$ cat src/dma_descriptor_table_builder_assert.svh
// Assertion macros for the descriptor table builder.
`ifndef DMA_DESCRIPTOR_TABLE_BUILDER_ASSERT_SVH
`define DMA_DESCRIPTOR_TABLE_BUILDER_ASSERT_SVH

// Same-cycle implication, checked outside reset.
`define DDTB_ASSERT_IMPLIES(lbl, clk, rst, cond, prop, msg) \
   lbl: assert property (@(posedge clk) disable iff (rst) (cond) |-> (prop)) else $error(msg);

// Next-cycle implication, checked outside reset.
`define DDTB_ASSERT_NEXT(lbl, clk, rst, cond, prop, msg) \
   lbl: assert property (@(posedge clk) disable iff (rst) (cond) |=> (prop)) else $error(msg);

`endif

$ cat src/ddtb_pkg.sv
// Shared types, constants and status codes for the descriptor table builder.
`default_nettype none
package ddtb_pkg;

   localparam int ADDR_W      = 32;
   localparam int BLEN_W      = 20;
   localparam int ELEN_W      = 16;
   localparam int STATUS_W    = 2;
   localparam int REQ_TDATA_W = 56;
   localparam int RSP_TDATA_W = 56;
   localparam int RSP_TUSER_W = 3;

   // Default table capacity
   localparam int MAX_ENTRIES_DEF = 8;

   // Result status codes
   localparam logic [STATUS_W-1:0] STATUS_OK       = 2'd0;
   localparam logic [STATUS_W-1:0] STATUS_OVERFLOW = 2'd1;
   localparam logic [STATUS_W-1:0] STATUS_ZERO_LEN = 2'd2;

   // Controller to datapath commands
   typedef struct packed {
      logic load;
      logic emit;
   } ddtb_cmd_type;

   // Datapath to controller status
   typedef struct packed {
      logic out_free;
      logic entry_last;
   } ddtb_stat_type;

endpackage
`default_nettype wire

$ cat src/ddtb_ctrl.sv
// Controller state machine: accepts a request, then sequences entry emission.
`default_nettype none
module ddtb_ctrl
   import ddtb_pkg::*;
(
   input  wire logic          clock,
   input  wire logic          reset,
   input  wire logic          req_tvalid,
   output logic               req_tready,
   input  wire ddtb_stat_type stat,
   output ddtb_cmd_type       cmd
);

   localparam logic ST_IDLE = 1'b0;
   localparam logic ST_BUSY = 1'b1;

   logic state_ff;
   logic state_in;

   // Take a new request only when no table is being built
   assign req_tready = (state_ff == ST_IDLE);

   // Decode commands and next state
   always_comb begin
      cmd.load = 1'b0;
      cmd.emit = 1'b0;
      state_in = state_ff;
      case (state_ff)
         ST_IDLE: begin
            if (req_tvalid) begin
               cmd.load = 1'b1;
               state_in = ST_BUSY;
            end
         end
         ST_BUSY: begin
            if (stat.out_free) begin
               cmd.emit = 1'b1;
               if (stat.entry_last) begin
                  state_in = ST_IDLE;
               end
            end
         end
         default: begin
            state_in = ST_IDLE;
         end
      endcase
   end

   // Hold state
   always_ff @(posedge clock) begin
      if (reset) begin
         state_ff <= ST_IDLE;
      end else begin
         state_ff <= state_in;
      end
   end

endmodule
`default_nettype wire

$ cat src/ddtb_datapath.sv
// Datapath: address and length walk, chunk split, and the result register.
`default_nettype none
module ddtb_datapath
   import ddtb_pkg::*;
#(
   parameter int MAX_ENTRIES = MAX_ENTRIES_DEF
)
(
   input  wire logic                   clock,
   input  wire logic                   reset,
   input  wire logic [ADDR_W-1:0]      start_address,
   input  wire logic [BLEN_W-1:0]      byte_length,
   input  wire ddtb_cmd_type           cmd,
   output ddtb_stat_type               stat,
   input  wire logic                   rsp_tready,
   output logic                        rsp_valid,
   output logic                        entry_valid,
   output logic [ADDR_W-1:0]           entry_base,
   output logic [ELEN_W-1:0]           entry_length,
   output logic                        end_of_table,
   output logic [STATUS_W-1:0]         status,
   output logic                        last
);

   localparam int CNT_W = (MAX_ENTRIES > 1) ? $clog2(MAX_ENTRIES) : 1;
   localparam logic [CNT_W-1:0] CNT_LAST = CNT_W'(MAX_ENTRIES - 1);

   // Walk registers
   logic [ADDR_W-1:0] addr_ff, addr_in;
   logic [BLEN_W-1:0] rem_ff, rem_in;
   logic [CNT_W-1:0]  cnt_ff, cnt_in;

   // Result register
   logic                rsp_valid_ff, rsp_valid_in;
   logic                ent_valid_ff;
   logic [ADDR_W-1:0]   ent_base_ff;
   logic [ELEN_W-1:0]   ent_len_ff;
   logic                eot_ff;
   logic [STATUS_W-1:0] status_ff;
   logic                last_ff;

   logic [ELEN_W:0]   room;
   logic [ELEN_W:0]   chunk;
   logic [BLEN_W-1:0] after;
   logic              zero_len;
   logic              final_ent;
   logic              overflow;

   // Split the next chunk at the 64 KiB boundary or the buffer end
   always_comb begin
      room      = {1'b1, {ELEN_W{1'b0}}} - {1'b0, addr_ff[ELEN_W-1:0]};
      chunk     = (rem_ff < BLEN_W'(room)) ? rem_ff[ELEN_W:0] : room;
      after     = rem_ff - BLEN_W'(chunk);
      zero_len  = (rem_ff == '0);
      final_ent = (after == '0);
      overflow  = !final_ent && (cnt_ff == CNT_LAST);
   end

   assign stat.out_free   = !rsp_valid_ff || rsp_tready;
   assign stat.entry_last = zero_len || final_ent || overflow;

   // Advance the walk
   always_comb begin
      addr_in = addr_ff;
      rem_in  = rem_ff;
      cnt_in  = cnt_ff;
      if (cmd.load) begin
         addr_in = start_address;
         rem_in  = byte_length;
         cnt_in  = '0;
      end else if (cmd.emit) begin
         addr_in = addr_ff + ADDR_W'(chunk);
         rem_in  = after;
         cnt_in  = cnt_ff + 1'b1;
      end
   end

   // Hold the result until the sink takes the transaction
   always_comb begin
      rsp_valid_in = rsp_valid_ff;
      if (cmd.emit) begin
         rsp_valid_in = 1'b1;
      end else if (rsp_tready) begin
         rsp_valid_in = 1'b0;
      end
   end

   always_ff @(posedge clock) begin
      if (reset) begin
         rsp_valid_ff <= 1'b0;
      end else begin
         rsp_valid_ff <= rsp_valid_in;
      end
   end

   always_ff @(posedge clock) begin
      addr_ff <= addr_in;
      rem_ff  <= rem_in;
      cnt_ff  <= cnt_in;
      if (cmd.emit) begin
         if (zero_len) begin
            ent_valid_ff <= 1'b0;
            ent_base_ff  <= '0;
            ent_len_ff   <= '0;
            eot_ff       <= 1'b0;
            status_ff    <= STATUS_ZERO_LEN;
            last_ff      <= 1'b1;
         end else begin
            ent_valid_ff <= 1'b1;
            ent_base_ff  <= addr_ff;
            ent_len_ff   <= chunk[ELEN_W-1:0];
            eot_ff       <= final_ent;
            status_ff    <= overflow ? STATUS_OVERFLOW : STATUS_OK;
            last_ff      <= final_ent || overflow;
         end
      end
   end

   assign rsp_valid    = rsp_valid_ff;
   assign entry_valid  = ent_valid_ff;
   assign entry_base   = ent_base_ff;
   assign entry_length = ent_len_ff;
   assign end_of_table = eot_ff;
   assign status       = status_ff;
   assign last         = last_ff;

endmodule
`default_nettype wire

$ cat src/dma_descriptor_table_builder.sv
// Top level of the descriptor table builder: stream ports, controller and datapath.
//
//  channel | direction | tdata (low bit up)                         | tuser / tlast
//  req_    | in        | start_address[31:0], byte_length[19:0], pad | -
//  rsp_    | out       | entry_base, entry_length, end_of_table, pad | entry_valid, status; last
//
//  One request yields 1 to MAX_ENTRIES results from the result register, one per cycle
//  while the sink does not stall. The next request is taken in the cycle after the last
//  entry is computed.
//  Reset is synchronous and clears the controller state and the result valid.
//  A sink stall holds the result register and pauses the address walk.
`default_nettype none
module dma_descriptor_table_builder
   import ddtb_pkg::*;
#(
   parameter int MAX_ENTRIES = MAX_ENTRIES_DEF
)
(
   input  wire logic                   clock,
   input  wire logic                   reset,
   input  wire logic                   req_tvalid,
   output logic                        req_tready,
   // [31:0] start_address, [51:32] byte_length, [55:52] zero
   input  wire logic [REQ_TDATA_W-1:0] req_tdata,
   output logic                        rsp_tvalid,
   input  wire logic                   rsp_tready,
   // [31:0] entry_base, [47:32] entry_length, [48] end_of_table, [55:49] zero
   output logic [RSP_TDATA_W-1:0]      rsp_tdata,
   // [0] entry_valid, [2:1] status
   output logic [RSP_TUSER_W-1:0]      rsp_tuser,
   output logic                        rsp_tlast
);

   ddtb_cmd_type        cmd;
   ddtb_stat_type       stat;
   logic                entry_valid;
   logic [ADDR_W-1:0]   entry_base;
   logic [ELEN_W-1:0]   entry_length;
   logic                end_of_table;
   logic [STATUS_W-1:0] status;

   ddtb_ctrl u_ctrl (
      .clock      (clock),
      .reset      (reset),
      .req_tvalid (req_tvalid),
      .req_tready (req_tready),
      .stat       (stat),
      .cmd        (cmd)
   );

   ddtb_datapath #(
      .MAX_ENTRIES (MAX_ENTRIES)
   ) u_datapath (
      .clock         (clock),
      .reset         (reset),
      .start_address (req_tdata[ADDR_W-1:0]),
      .byte_length   (req_tdata[ADDR_W+BLEN_W-1:ADDR_W]),
      .cmd           (cmd),
      .stat          (stat),
      .rsp_tready    (rsp_tready),
      .rsp_valid     (rsp_tvalid),
      .entry_valid   (entry_valid),
      .entry_base    (entry_base),
      .entry_length  (entry_length),
      .end_of_table  (end_of_table),
      .status        (status),
      .last          (rsp_tlast)
   );

   // Pack result fields
   assign rsp_tdata = {{(RSP_TDATA_W-ADDR_W-ELEN_W-1){1'b0}}, end_of_table, entry_length,
                       entry_base};
   assign rsp_tuser = {status, entry_valid};

`include "dma_descriptor_table_builder_assert.svh"

   `DDTB_ASSERT_NEXT(a_busy_after_accept, clock, reset, req_tvalid && req_tready, !req_tready, "request accepted while a table is in progress")
   `DDTB_ASSERT_IMPLIES(a_eot_is_final, clock, reset, rsp_tvalid && end_of_table, rsp_tlast && entry_valid && (status == STATUS_OK), "end-of-table on a non-final or failed entry")
   `DDTB_ASSERT_IMPLIES(a_overflow_closes, clock, reset, rsp_tvalid && (status == STATUS_OVERFLOW), rsp_tlast && entry_valid && !end_of_table, "overflow entry malformed")
   `DDTB_ASSERT_IMPLIES(a_zero_len_single, clock, reset, rsp_tvalid && (status == STATUS_ZERO_LEN), rsp_tlast && !entry_valid, "zero-length result malformed")

endmodule
`default_nettype wire
$ cat config.mk
export PLATFORM = sky130hd
export DESIGN_NAME = dma_descriptor_table_builder
export DESIGN_NICKNAME = d
export VERILOG_FILES = /design/src/ddtb_pkg.sv /design/src/ddtb_ctrl.sv /design/src/ddtb_datapath.sv /design/src/dma_descriptor_table_builder.sv
export VERILOG_INCLUDE_DIRS = /design/src /design/src/src
export SDC_FILE = /design/constraint.sdc
export NUM_CORES = 1
export LEC_CHECK = 0
export BUFFER_PORTS_ARGS = -buffer_cell sky130_fd_sc_hd__buf_2
export CAP_MARGIN = 10
export CORE_ASPECT_RATIO = 1.4
export CORE_MARGIN = 3
export CORE_UTILIZATION = 55
export CTS_CLUSTER_SIZE = 24
export DETAILED_ROUTE_END_ITERATION = 10
export GPL_TIMING_DRIVEN = 1
export PLACE_DENSITY = 0.77
export SLEW_MARGIN = 40
export SYNTH_ARGS = -nofsm -noshare
export SYNTH_HDL_FRONTEND = slang
export SYNTH_SLANG_ARGS = --single-unit
$ cat constraint.sdc
create_clock -name clock -period 8.7 [get_ports clock]
set_clock_uncertainty 0.2 [all_clocks]
set_input_delay 0.87 -clock clock [delete_from_list [all_inputs] [get_ports clock]]
set_output_delay 0.87 -clock clock [all_outputs]
set_load 0.01 [all_outputs]
==> metrics.sh <==
GRT_START_MAX_NET_PINS=79
CLOCK_TREE.BUFFER_DEPTH=2
CTS-ROOT-BUF='sky130_fd_sc_hd__clkbuf_16'
SYNTH_EDF_COUNT=105
CP_DATA_REQUIRED_TIME_PS=8730
LAYOUT_WORST_PATH_CYCLE_SHARE=0.901
HTREEDEPTH=3
ASYNCSETRESETFLOPFRACSYNTH=0
BOUNDARYPINS=122
GRT_FIRST_PASS_WIRELENGTH_MICRONS=39700
DETAIL-ROUTE-ANTENNA-NETS=0
FINISH.INSTANCE_AREA_SQ_UM=9440
SETUP_TOTAL_NEGATIVE_SLACK_PS=0
AREAGROWTHSYNTHTOFINISH_PCT=11.5
CLK-INSERTION-DELAY-LATE_PS=370
RUN_STATUS='complete, no violations'
HOLD_VIOLATIONS=0
SYNTH_CELLS=946
NUMBER_OF_FILL_CELLS=1336
GRT_USE_MET2=0.497
GRT_USAGE=0.290
SYNTHMOSTINSTANTIATEDCELL='sky130_fd_sc_hd__nor2_1'
CTS_SETUP_BUFFERS=0
SYNTH_FLOP_CELL='sky130_fd_sc_hd__edfxtp_1'
BUSIEST_LAYER='met2'
TIMING.CRITICAL_PATH.FROM='u_datapath.addr_ff[4]'
SYNTH_TOP_AREA_CELL='sky130_fd_sc_hd__edfxtp_1'
CRITICAL_PATH.MAX_STAGE_DELAY_PS=710
SYN-CELL-AREA_SQ_UM=8470
CLK_PIN_SLEW_PS=80
TIMING.FINAL.MAX_SLEW_VIOLATIONS=0
REPORT.FINAL.SETUP_VIOL=0
SYNTH.TOP_CELLS.BY_COUNT='sky130_fd_sc_hd__nor2_1, sky130_fd_sc_hd__edfxtp_1, sky130_fd_sc_hd__nand2_1'
FINISH.NET_COUNT=1127
CRIT_PATH_END_KIND='flop'
DRT_FIRST_PASS_ITERS=5
FINAL.MIN_CLOCK_PERIOD_PS=7840
CTS_MADE_BUFFERS=9
CRIT-REG2REG-CAPTURE='u_ctrl.state_ff'
WHS_PS=264
CRIT_TOP_CELL='sky130_fd_sc_hd__ha_1'
WORSTSETUPPATHTYPE='flop to flop'
DETAIL_ROUTE.ITER0.VIOLATIONS=419
MAX_SLEW.WORST_PIN.SLEW_PS=735
VIAS_PER_CELL=6.34
PLACED_CELL_AREA_SQ_UM=9140
PORTBUFFERS=110
WORSTPATHARRIVAL_PS=7870
POST_SYNTH_NUM_CELL_TYPES=92
INITIAL_CORE_UTIL=0.563
YS.WARNINGS.COUNT=0
CTS-RESIZED-GATES=0
ANTENNA_DIODES=0
INITIAL_ANTENNA_VIOLATION_COUNT=0
GP_ROUTABILITY_CONGESTION=1.04
TIMING.REG2REG.WORST_PATH_DEPTH=25
RRSETUPSLACK_PS=860
YS_SEQ_ELEMENTS=110
AREA_OF_THE_DIE_SQ_UM=16900
LAST_ELEMENT_OF_THE_CRITICAL_PATH='u_ctrl.state_ff'
SYNTH_SEQ_AREA_SHARE=0.384
MAX_CAP_VIOL_COUNT=0
USE_MET3=0.0630
ROW_COUNT=53
DIE_WIDTH_MICRONS=111
AVGROUTEDWIREPERCELL_MICRONS=19.8
HOLD_PATH.CLASS='flop to flop'
LAUNCHING_POINT_OF_THE_WORST_REG2REG_PATH='u_datapath.addr_ff[4]'
SYNTH_AREA_LEADERS='sky130_fd_sc_hd__edfxtp_1, sky130_fd_sc_hd__nor2_1, sky130_fd_sc_hd__ha_1'
POSTCTSHOLDBUFS=0
POST_SYNTHESIS_AREA_PER_INSTANCE_SQ_UM=8.95
FMAX_MHz=128
ROUTE.VIAS.TOTAL=7810
NUMBER_OF_GLOBAL_ROUTE_VIAS_BEFORE_REPAIR=7683
POST-SYNTH-TOP-AREA-FRACTION=0.372
GRT_REMAINING_OVERFLOW=0
CRITICAL_PATH.STARTPOINT_TYPE='flop'
DRC=0
DESIGN.CORE.AREA_SQ_UM=15100
LAYOUT_CELL_SHARE_WITH_DRIVE_STRENGTH_BEYOND_1=0.179
GLOBAL_ROUTING_USAGE_ON_MET1=0.342
GRT_SETUP_UNREPAIRED='false'
LAYOUT.AREA.SEQ_SQ_UM=3250
CTS_TREE='done'
PLACE.DETAILED.HPWL_MICRONS=18000
DETAIL_ROUTE.WIRELENGTH_MICRONS=24400
NUMCLOCKSINKS=110
CRIT_PATH_TOP_DELAY_CELL='sky130_fd_sc_hd__nor4_4'
CRIT_PATH_MAX_FANOUT=13
MULTI_INPUT_AREA_SQ_UM=4870
DIE_Y_MICRONS=153
RELSLEWSLACK=0.510
[worst max-delay path, delay by kind of cell, from the launching register on]
family	cells	cell delay, ps
DFF	1	540
buffers and inverters	1	100
and+or+nand+nor	9	2690
AOI/OAI and AO/OA	10	2410
adders and majority gates	3	940
xor gates and xnor gates	2	800
[area by class of cell]
| class | count | area share |
|---|---|---|
| multi-input combinational | 756 | 0.515 |
| timing repair buffer | 123 | 0.0690 |
| tap | 192 | 0.0254 |
| clock buffer | 9 | 0.0239 |
| inverter | 34 | 0.0138 |
| clock inverter | 7 | 0.00795 |
| sequential | 110 | 0.345 |
[kinds of logic (layout without fill, tap and decap cells)]
family                     after synthesis  in the layout  synth area share
adders and majority gates               49             49            0.0680
other                                    1              7          0.000443
DFF                                    110            110             0.384
buffers and inverters                   86            173            0.0458
xor gates and xnor gates                44             44            0.0520
and+or+nand+nor                        394            394             0.239
AOI/OAI and AO/OA                      260            260             0.209
muxes                                    2              2           0.00236
[routing by layer]
metal  share of wire  wire (microns)
met2            0.50           12200
met3           0.069            1680
met5               0               0
met1            0.38            9240
met4           0.052            1270
[sequential cells by signal (all words and copies together), names as in the netlist]
name,count
u_ctrl.state_ff,1
u_datapath.addr_ff,32
u_datapath.cnt_ff,3
u_datapath.end_of_table,1
u_datapath.entry_base,32
u_datapath.entry_length,16
u_datapath.entry_valid,1
u_datapath.last,1
u_datapath.rem_ff,20
u_datapath.rsp_valid,1
u_datapath.status,2
[layout by cell type (no fill, tap or decap), types with 8 or more instances in the layout]
cell type,count
sky130_fd_sc_hd__ha_1,33
sky130_fd_sc_hd__xor2_1,16
sky130_fd_sc_hd__edfxtp_1,105
sky130_fd_sc_hd__xnor2_1,24
sky130_fd_sc_hd__nor2_1,109
sky130_fd_sc_hd__clkbuf_16,9
sky130_fd_sc_hd__o21ai_0,46
sky130_fd_sc_hd__nand2_1,88
sky130_fd_sc_hd__o31ai_1,13
sky130_fd_sc_hd__and3_1,16
sky130_fd_sc_hd__a21oi_1,62
sky130_fd_sc_hd__nand2b_1,9
sky130_fd_sc_hd__inv_1,32
sky130_fd_sc_hd__or3_1,13
sky130_fd_sc_hd__nor3_1,18
sky130_fd_sc_hd__a211oi_1,8
sky130_fd_sc_hd__and2_1,13
sky130_fd_sc_hd__nor2b_1,33
sky130_fd_sc_hd__buf_2,110
sky130_fd_sc_hd__o211ai_1,10
sky130_fd_sc_hd__or4_1,12
sky130_fd_sc_hd__nor4_1,8
sky130_fd_sc_hd__maj3_1,14
sky130_fd_sc_hd__nand4_1,11
sky130_fd_sc_hd__a31oi_1,29
sky130_fd_sc_hd__a21o_1,14
sky130_fd_sc_hd__buf_4,12
sky130_fd_sc_hd__nand3_1,24
[how the worst min path moves through the flow]
stage                         startpoint  slack, ps  cells past startpoint                   end
floorplan           u_datapath.cnt_ff[1]        240                      2  u_datapath.cnt_ff[1]
global placement    u_datapath.cnt_ff[2]        250                      2  u_datapath.cnt_ff[2]
detailed placement  u_datapath.cnt_ff[1]        260                      2  u_datapath.cnt_ff[1]
CTS                 u_datapath.cnt_ff[1]        270                      2  u_datapath.cnt_ff[1]
global route        u_datapath.cnt_ff[1]        290                      2  u_datapath.cnt_ff[1]
finish              u_datapath.cnt_ff[2]        260                      2  u_datapath.cnt_ff[2]
[stage by stage]
| step | util | std cells | worst slack (ps) |
|---|---|---|---|
| 2_1_floorplan | - | 952 | 1940 |
| 3_3_place_gp | 0.607 | 1215 | 1120 |
| 6_report | 0.627 | 1231 | 862 |
| 4_1_cts | 0.627 | 1231 | 1010 |
| 3_5_place_dp | 0.607 | 1215 | 1050 |
| 5_1_grt | 0.627 | 1231 | 251 |
Power is not shown: default switching activity piles up to over one toggle a cycle in this logic, so the estimate is an artifact.
